==> src/rtl/bba_pkg.sv <==
// Shared constants, types and sizing functions for the buddy block allocator.
package bba_pkg;

    localparam int MIN_BLOCK_LOG2 = 7;
    localparam int MAX_ORDER      = 10;
    localparam int TOP_BLOCKS     = 32;

    localparam logic [6:0]  HEADER_RESET = 7'd48;
    localparam logic [26:0] MAX_REQUEST  = 27'd100000000;

    typedef enum logic [2:0] {
        ST_OK        = 3'd0,
        ST_BAD_SIZE  = 3'd1,
        ST_TOO_BIG   = 3'd2,
        ST_NO_SPACE  = 3'd3,
        ST_NOT_ALLOC = 3'd4
    } status_t;

    typedef enum logic {
        CMD_ALLOC = 1'b0,
        CMD_FREE  = 1'b1
    } cmd_t;

    typedef enum logic [3:0] {
        S_CLEAR,
        S_IDLE,
        S_SIZE,
        S_SCAN_RD,
        S_SCAN_CHK,
        S_SPLIT_RD,
        S_SPLIT_WR,
        S_MARK_WR,
        S_FREE_CHK,
        S_MERGE_RD,
        S_MERGE_CHK,
        S_SET_RD,
        S_SET_WR,
        S_DONE
    } state_t;

    // Sizing result handed from the sizer to the controller
    typedef struct packed {
        logic       bad_size;
        logic       too_big;
        logic [3:0] need;
    } size_info_t;

    // 32-bit free-map words used by order k
    function automatic int order_words(int top, int maxo, int k);
        return ((top << (maxo - k)) + 31) >> 5;
    endfunction

    // First free-map word of order k
    function automatic int word_base(int top, int maxo, int k);
        int b;
        int j;
        b = 0;
        for (j = 0; j < k; j++)
            b = b + order_words(top, maxo, j);
        return b;
    endfunction

endpackage

==> src/rtl/bba_sizer.sv <==
// Request sizing: header add, order lookup and range checks, registered.
module bba_sizer #(
    parameter int MIN_BLOCK_LOG2 = bba_pkg::MIN_BLOCK_LOG2,
    parameter int MAX_ORDER      = bba_pkg::MAX_ORDER
) (
    input  logic                clk,
    input  logic                load,
    input  logic [26:0]         request_size,
    input  logic [6:0]          header_bytes,
    output bba_pkg::size_info_t info_reg
);

    logic [27:0]         total;
    logic [MAX_ORDER:0]  exceed;
    logic [3:0]          need;
    bba_pkg::size_info_t info_next;

    // One threshold compare per order
    always_comb
    begin
        total = {1'b0, request_size} + 28'(header_bytes);
        for (int k = 0; k <= MAX_ORDER; k++)
            exceed[k] = total > (28'(1) << (MIN_BLOCK_LOG2 + k));
    end

    // Needed order is the number of thresholds passed below the top
    always_comb
    begin
        need = 4'd0;
        for (int k = 0; k < MAX_ORDER; k++)
            need = need + 4'(exceed[k]);
        info_next.need     = need;
        info_next.too_big  = exceed[MAX_ORDER];
        info_next.bad_size = (request_size == 27'd0) || (request_size > bba_pkg::MAX_REQUEST);
    end

    always_ff @(posedge clk)
    begin
        if (load)
            info_reg <= info_next;
    end

endmodule

==> config.mk <==
export PLATFORM = sky130hd
export DESIGN_NAME = bba_sizer
export DESIGN_NICKNAME = d
export VERILOG_FILES = /design/src/rtl/bba_pkg.sv /design/src/rtl/bba_sizer.sv
export SDC_FILE = /design/constraint.sdc
export NUM_CORES = 1
export LEC_CHECK = 0
export ABC_CLOCK_PERIOD_IN_PS = 5270
export BUFFER_PORTS_ARGS = -buffer_cell sky130_fd_sc_hd__buf_2
export CORE_MARGIN = 1.5
export CORE_UTILIZATION = 50
export CTS_CLUSTER_DIAMETER = 200
export CTS_CLUSTER_SIZE = 28
export DETAILED_ROUTE_END_ITERATION = 16
export PLACE_DENSITY = 0.89
export REMOVE_ABC_BUFFERS = 1
export SYNTH_ARGS = -nofsm -noshare
export SYNTH_HDL_FRONTEND = slang
export SYNTH_SLANG_ARGS = --single-unit
export TNS_END_PERCENT = 1
==> constraint.sdc <==
create_clock -name clk -period 5.27 [get_ports clk]
set_input_delay 0.527 -clock clk [delete_from_list [all_inputs] [get_ports clk]]
set_output_delay 0.527 -clock clk [all_outputs]
set_load 0.02 [all_outputs]
==> results by group, run 1 <==
Run
  • Max_cap viols: 0

Timing
  • Setup TNS: -0.0453 ns
  • Final min period: 5.30 ns
  • Slew @ Worst Pin: 0.408 ns
  • Slew Limit Headroom: 0.726
  • Max Fclk: 0.189 GHz
  • RSZ-0062 raised after global routing: yes
  • Fin crit share: 1.01
  • Setup-failing EPs final: 2
  • Final worst setup slack: -0.0280 ns
  • Fin. max-slew vios: 0
  • Final hold vios: 0

Cells and area
  • P&R area growth vs syn: 47.9%
  • Fill cell count: 233
  • Fraction of layout cells with a size suffix above 1: 0.403
  • Multi-input logic area: 0.00157 mm2
  • Reg area: 180 um2
  • Total Nets Final: 384
  • Largest register FFs: 6
  • Ant diodes: 0

Power
  • Combinational share of power: 0.645
  • Sw Pwr: 0.108 mW
  • Power share of the sequential group: 0.205
  • Clock share of power: 0.149
  • Power Density: 105 mW/mm2
  • Int Pwr: 0.163 mW
  • VDD IR max: 0.0623 mV
  • Leakage power: 1.10 nW
  • Net Sw Frac: 0.398

GRT
  • GRT Overall Usage: 0.314
  • First-pass GRT wire length: 9.16 mm
  • Largest net degree at the start of global routing: 10
  • Gr ovfl total: 0
  • Vias in the first global route: 2136
  • Initial antenna violation count: 0

Critical path
  • Crit path top cell by count: fa_1
  • CP Buf/Inv Count: 3
  • CP Launch Type: primary input
  • Worst setup path class: primary input to flip-flop
  • CP endpoint kind: flip-flop
  • Crit-path cells: buf_2, ha_4, nand4_1, o31a_1, a2111o_1, xnor2_1, o22a_1, or4_4, or2_4, nor3_4, fa_1, inv_2, fa_1, fa_1, ha_2, inv_1, fa_1, xor2_1
  • Family with the most delay on the worst path: adder cells
  • Critical path required time: 5.26 ns
  • Crit path DAT: 5.29 ns
  • Slowest-stage cell, CP: or4_4
  • CP peak stage delay: 0.50 ns
  • Critical path fanouts, max: 5

Drt
  • Final wirelength: 5.70 mm
  • Vias: 2304
  • Via density: 6.13
  • DRC Markers: 0
  • Initial DRC Count: 130
  • First-pass DRT Iterations: 5
  • Antenna-violating nets left: 0
  • Routed wire per std cell: 15.2 um

Clock network
  • CTS tree: yes
  • Hold_buf cts: 0
  • Number of H-tree levels: 1
  • Clock sinks: 6
  • CTS Buffer Depth: 2
  • Clk Tree Root Cell: clkbuf_4
  • CTS Buf Count: 3
  • Clock transition at the registers of the reported paths: 0.04 ns

Synth
  • Count leader, synth: nand2_1
  • Area leader, netlist: edfxtp_1
  • Post-synthesis cell count: 233
  • Commonest cells in the netlist: nand2_1, nor2_1, nand3_1, inv_1, xnor2_1
  • Post-synth top area share: 0.103
  • Register bit count reported by yosys: 6
  • Predominant post-synthesis flop cell: edfxtp_1
  • Seq/Total Area, Yosys: 0.103
  • Synthesized cell area: 0.00174 mm2
  • Asr flop ratio synth: 0
  • Number of enable flip-flop cells after synthesis: 6
  • Syn avg cell area: 7.49 um2
  • Warnings from Yosys: 0
  • Synth top area cells: edfxtp_1, fa_1, ha_1
  • Synth unique cells: 60

Placed design
  • Port Buffers: 41
  • DP Wirelength: 4.51 mm
  • GPL Wtd Cong: 0.963
  • Dpl ws: -0.594 ns

Floorplanning
  • Core area: 0.00334 mm2
  • # IOs: 42
  • Die X: 62.1 um
  • Std cell rows: 21
  • Die Y: 62.1 um
  • Full die area: 0.00385 mm2
  • Initial core utilization: 0.523

Worst hold path
  • Hold Crit Start: load
  • Hold Path Stages: 1
  • Hold Crit Class: primary input to flip-flop
  • Hold Crit Endpoint: info_reg[4]

Outcome
  • Status: finished, violations left
  • Failing checks: setup timing
[cells by family after synthesis]
logic type	synth area share
buffers and inverters	0.0710
AO/OA/AOI/OAI	0.249
AND/OR/NAND/NOR	0.341
flip-flops	0.103
adder cells (fa/ha/maj)	0.145
XOR/XNOR	0.0854
multiplexers	0.00574
[per-stage QoR]
stage	utilization	instances	power (mW)	hold slack [ns]	instance area, um2
finish	0.773	376	0.271	0.582	2580
global route	0.773	376	0.291	0.586	2580
CTS	0.769	376	0.264	0.579	2570
detailed placement	0.721	371	0.212	0.826	2400
global placement	0.721	371	0.206	0.822	2400
floorplan	-	221	0.130	0.639	1670
[power by group through the flow]
stage	sequential [mW]	combinational, mW	clock [mW]
global placement	0.0565	0.150	0
detailed placement	0.0565	0.156	0
floorplan	0.0604	0.0698	0
finish	0.0557	0.175	0.0406
CTS	0.0558	0.168	0.0406
global route	0.0562	0.190	0.0443
[cells in the final DEF (no fill, tap or decap), drive strengths merged, types with 2 or more instances in the layout]
| cell type | instances |
|---|---|
| a2111o | 2 |
| a2111oi | 2 |
| a211o | 4 |
| a211oi | 2 |
| a21o | 4 |
| a21oi | 8 |
| a311oi | 2 |
| a31oi | 5 |
| and2 | 4 |
| and3 | 5 |
| buf | 106 |
| clkbuf | 3 |
| edfxtp | 6 |
| fa | 7 |
| ha | 9 |
| inv | 13 |
| nand2 | 22 |
| nand2b | 4 |
| nand3 | 15 |
| nand3b | 3 |
| nand4 | 8 |
| nor2 | 16 |
| nor2b | 4 |
| nor3 | 8 |
| nor3b | 3 |
| nor4 | 6 |
| o2111ai | 2 |
| o211ai | 4 |
| o21ai | 8 |
| o31ai | 3 |
| or2 | 3 |
| or3 | 2 |
| or4 | 3 |
| xnor2 | 10 |
| xor2 | 7 |
[worst max-delay path by stage]
stage                          startpoint           to  slack, ns  cells past startpoint
after floorplan           request_size[6]  info_reg[2]      -0.44                     16
after global placement    request_size[0]  info_reg[2]      -0.45                     21
after detailed placement  request_size[0]  info_reg[1]      -0.59                     21
after CTS                 request_size[5]  info_reg[2]      -0.01                     18
after global routing      request_size[0]  info_reg[2]      -0.24                     21
final                     request_size[5]  info_reg[2]      -0.03                     18
[area by class of cell]
| cell class | count | share of cell area |
|---|---|---|
| Multi-Input combinational cell | 202 | 0.610 |
| Timing Repair Buffer | 106 | 0.270 |
| Sequential cell | 6 | 0.0698 |
| Tap cell | 46 | 0.0223 |
| Inverter | 13 | 0.0189 |
| Clock buffer | 3 | 0.00873 |
[timing repair]
item	CTS	global route
setup endpoints to repair	3	3
resized for setup	21	2
pin swaps	13	0
gates cloned	0	0
buffers inserted	2	0
[metal layers]
metal | global-route usage | vias up | wire [um]
met3 | 0.0352 | 26 | 400
met5 | 0 | - | 0
li1 | - | 1076 | -
met4 | 0.116 | 0 | 200
met1 | 0.396 | 1067 | 2270
met2 | 0.548 | 135 | 2830
Power figures use the tool's default switching activity.
==> run 2: changes to the inputs <==
- ABC_AREA: not set -> 1
- CORE_UTILIZATION: 50 -> 53
- PLACE_DENSITY: 0.89 -> 0.79
==> results by group, run 2 <==
GRT
  • GRT Overall Usage: 0.282
  • Largest net degree at the start of global routing: 13
  • Gr ovfl total: 0
  • First-pass GRT wire length: 11.9 mm
  • Initial antenna violation count: 0
  • Vias in the first global route: 2807

Outcome
  • Status: finished clean

Floorplanning
  • # IOs: 42
  • Initial core utilization: 0.562
  • Die Y: 71.4 um
  • Std cell rows: 24
  • Full die area: 0.00510 mm2
  • Die X: 71.4 um
  • Core area: 0.00441 mm2

Placed design
  • Dpl ws: -0.0847 ns
  • Port Buffers: 41
  • GPL Wtd Cong: 0.914
  • DP Wirelength: 6.11 mm

Synth
  • XOR/XNOR Fraction of Synth Area: 0.00707
  • Post-synthesis compound-gate area fraction: 0.0212
  • Syn avg cell area: 5.23 um2
  • Largest family of logic cells by synthesized area: simple AND/OR/NAND/NOR gates
  • Post-synthesis mux area share: 0
  • Register bit count reported by yosys: 6
  • Post-Synth Adder-Cell Area: 0.102
  • Warnings from Yosys: 0
  • Asr flop ratio synth: 0
  • Area leader, netlist: nand2_1
  • Number of enable flip-flop cells after synthesis: 6
  • Predominant post-synthesis flop cell: edfxtp_1
  • Synthesized cell area: 0.00248 mm2
  • Count leader, synth: nand2_1
  • Seq/Total Area, Yosys: 0.0727
  • Post-synth top area share: 0.264
  • Post-synthesis cell count: 474
  • Synth top area cells: nand2_1, nand3_1, inv_1
  • Commonest cells in the netlist: nand2_1, inv_1, nand3_1, nor2_1, nand4_1
  • Simple-gate area share of the yosys netlist: 0.670
  • Synth unique cells: 25

Timing
  • RSZ-0062 raised after global routing: no
  • Fin. max-slew vios: 0
  • Fin crit share: 0.960
  • Slew @ Worst Pin: 0.516 ns
  • Max Fclk: 0.198 GHz
  • Final hold vios: 0
  • Setup-failing EPs final: 0
  • Final worst setup slack: 0.213 ns
  • Slew Limit Headroom: 0.656
  • Min Hold Slack: 0.613 ns
  • Final min period: 5.06 ns

Cells and area
  • Reg area: 180 um2
  • Largest register FFs: 6
  • Commonest cells after routing, fill and taps aside: nand2_1, inv_1, nor2_1, nand3_1, buf_2
  • Commonest non-fill, non-tap cell in the layout: nand2_1
  • Fill cell count: 470
  • Multi-input logic area: 0.00200 mm2
  • Total Nets Final: 574
  • P&R area growth vs syn: 13.4%
  • Fraction of layout cells with a size suffix above 1: 0.173
  • Ant diodes: 0

Critical path
  • Crit path DAT: 5.02 ns
  • CP endpoint kind: flip-flop
  • Critical path fanouts, max: 5
  • CP Launch Type: primary input
  • Critical path required time: 5.24 ns
  • Worst setup path class: primary input to flip-flop

Run
  • Max_cap viols: 0

Power
  • VDD IR max: 0.0622 mV
  • Leakage power: 1.54 nW
  • Power Density: 103 mW/mm2

Drt
  • Via density: 5.34
  • Routed wire per std cell: 12.1 um
  • Initial DRC Count: 166
  • Vias: 3053
  • DRC Markers: 0
  • First-pass DRT Iterations: 5
  • Final wirelength: 6.93 mm
  • Antenna-violating nets left: 0

Clock network
  • Clk Tree Root Cell: clkbuf_8
  • Clock sinks: 6
  • CTS Buffer Depth: 2
  • CTS tree: yes
  • CTS Buf Count: 3
  • Number of H-tree levels: 1
  • Postcts setup bufs: 0
  • Clock transition at the registers of the reported paths: 0.04 ns

Worst hold path
  • Hold Crit Class: primary input to flip-flop
[run 2: cell count changes after synthesis, moves of 10 or more]
cell	change
xnor2_1	-10
nor2_1	+43
nor2_2	+10
nand2_1	+152
nand2_2	+13
inv_1	+62
nand3_1	+45
[run 2: power by group]
group,switching (mW),internal [mW]
sequential,0.000510,0.0554
combinational,0.114,0.0529
clock,0.0177,0.0489
[run 2: worst paths after layout]
kind	slack [ns]	from	cells after the start	to
max	0.21	request_size[6]	23	info_reg[2]
min	0.61	load	1	info_reg[1]
[run 2: through the flow]
| stage | util | setup TNS, ns | power, mW | instances | cell area [um2] |
|---|---|---|---|---|---|
| CTS | 0.632 | 0 | 0.286 | 571 | 2790 |
| global route | 0.637 | 0 | 0.315 | 572 | 2810 |
| global placement | 0.623 | 0 | 0.216 | 568 | 2750 |
| floorplan | - | 0 | 0.165 | 472 | 2460 |
| detailed placement | 0.623 | -0.158 | 0.218 | 568 | 2750 |
| finish | 0.637 | 0 | 0.289 | 572 | 2810 |
[run 2: timing repair]
action / CTS / global route
hold buffers: 0 / 0
gates resized for setup: 0 / 4
setup endpoints to repair: 0 / 2
[run 2: worst max-delay path, stage by stage]
cell     delay [ns]
buf_2          0.11
ha_1           0.37
nand2_2        0.13
inv_1          0.04
a21oi_1        0.43
nand2_2        0.17
nand2_1        0.11
nand2_1        0.05
nand2_1        0.13
nand2_1        0.10
nor2_1         0.18
nand2_1        0.07
nor2_1         0.10
nand2_1        0.06
nand2_1        0.05
inv_1          0.05
fa_1           0.50
fa_1           0.52
fa_1           0.56
ha_1           0.17
inv_1          0.05
fa_1           0.37
xor2_1         0.17
[run 2: final cells by class]
class	count	share of cell area
sequential	6	0.0641
inverter	78	0.104
timing repair buffer	44	0.0810
tap	52	0.0231
clock buffer	3	0.0147
multi-input combinational	389	0.713
[run 2: per-layer routing]
| layer | up-vias | track usage | wire, um |
|---|---|---|---|
| met4 | 0 | 0.0356 | 46 |
| met2 | 110 | 0.506 | 3340 |
| met5 | - | 0 | 0 |
| met3 | 4 | 0.0225 | 455 |
| met1 | 1347 | 0.380 | 3100 |
| li1 | 1592 | - | - |
[run 2: kinds of logic (layout without fill, tap and decap cells)]
logic type | Yosys count | in the layout
buffers and inverters | 80 | 125
adder cells (fa/ha/maj) | 16 | 16
flip-flops | 6 | 6
XOR/XNOR | 2 | 2
AND/OR/NAND/NOR | 360 | 361
AO/OA/AOI/OAI | 10 | 10
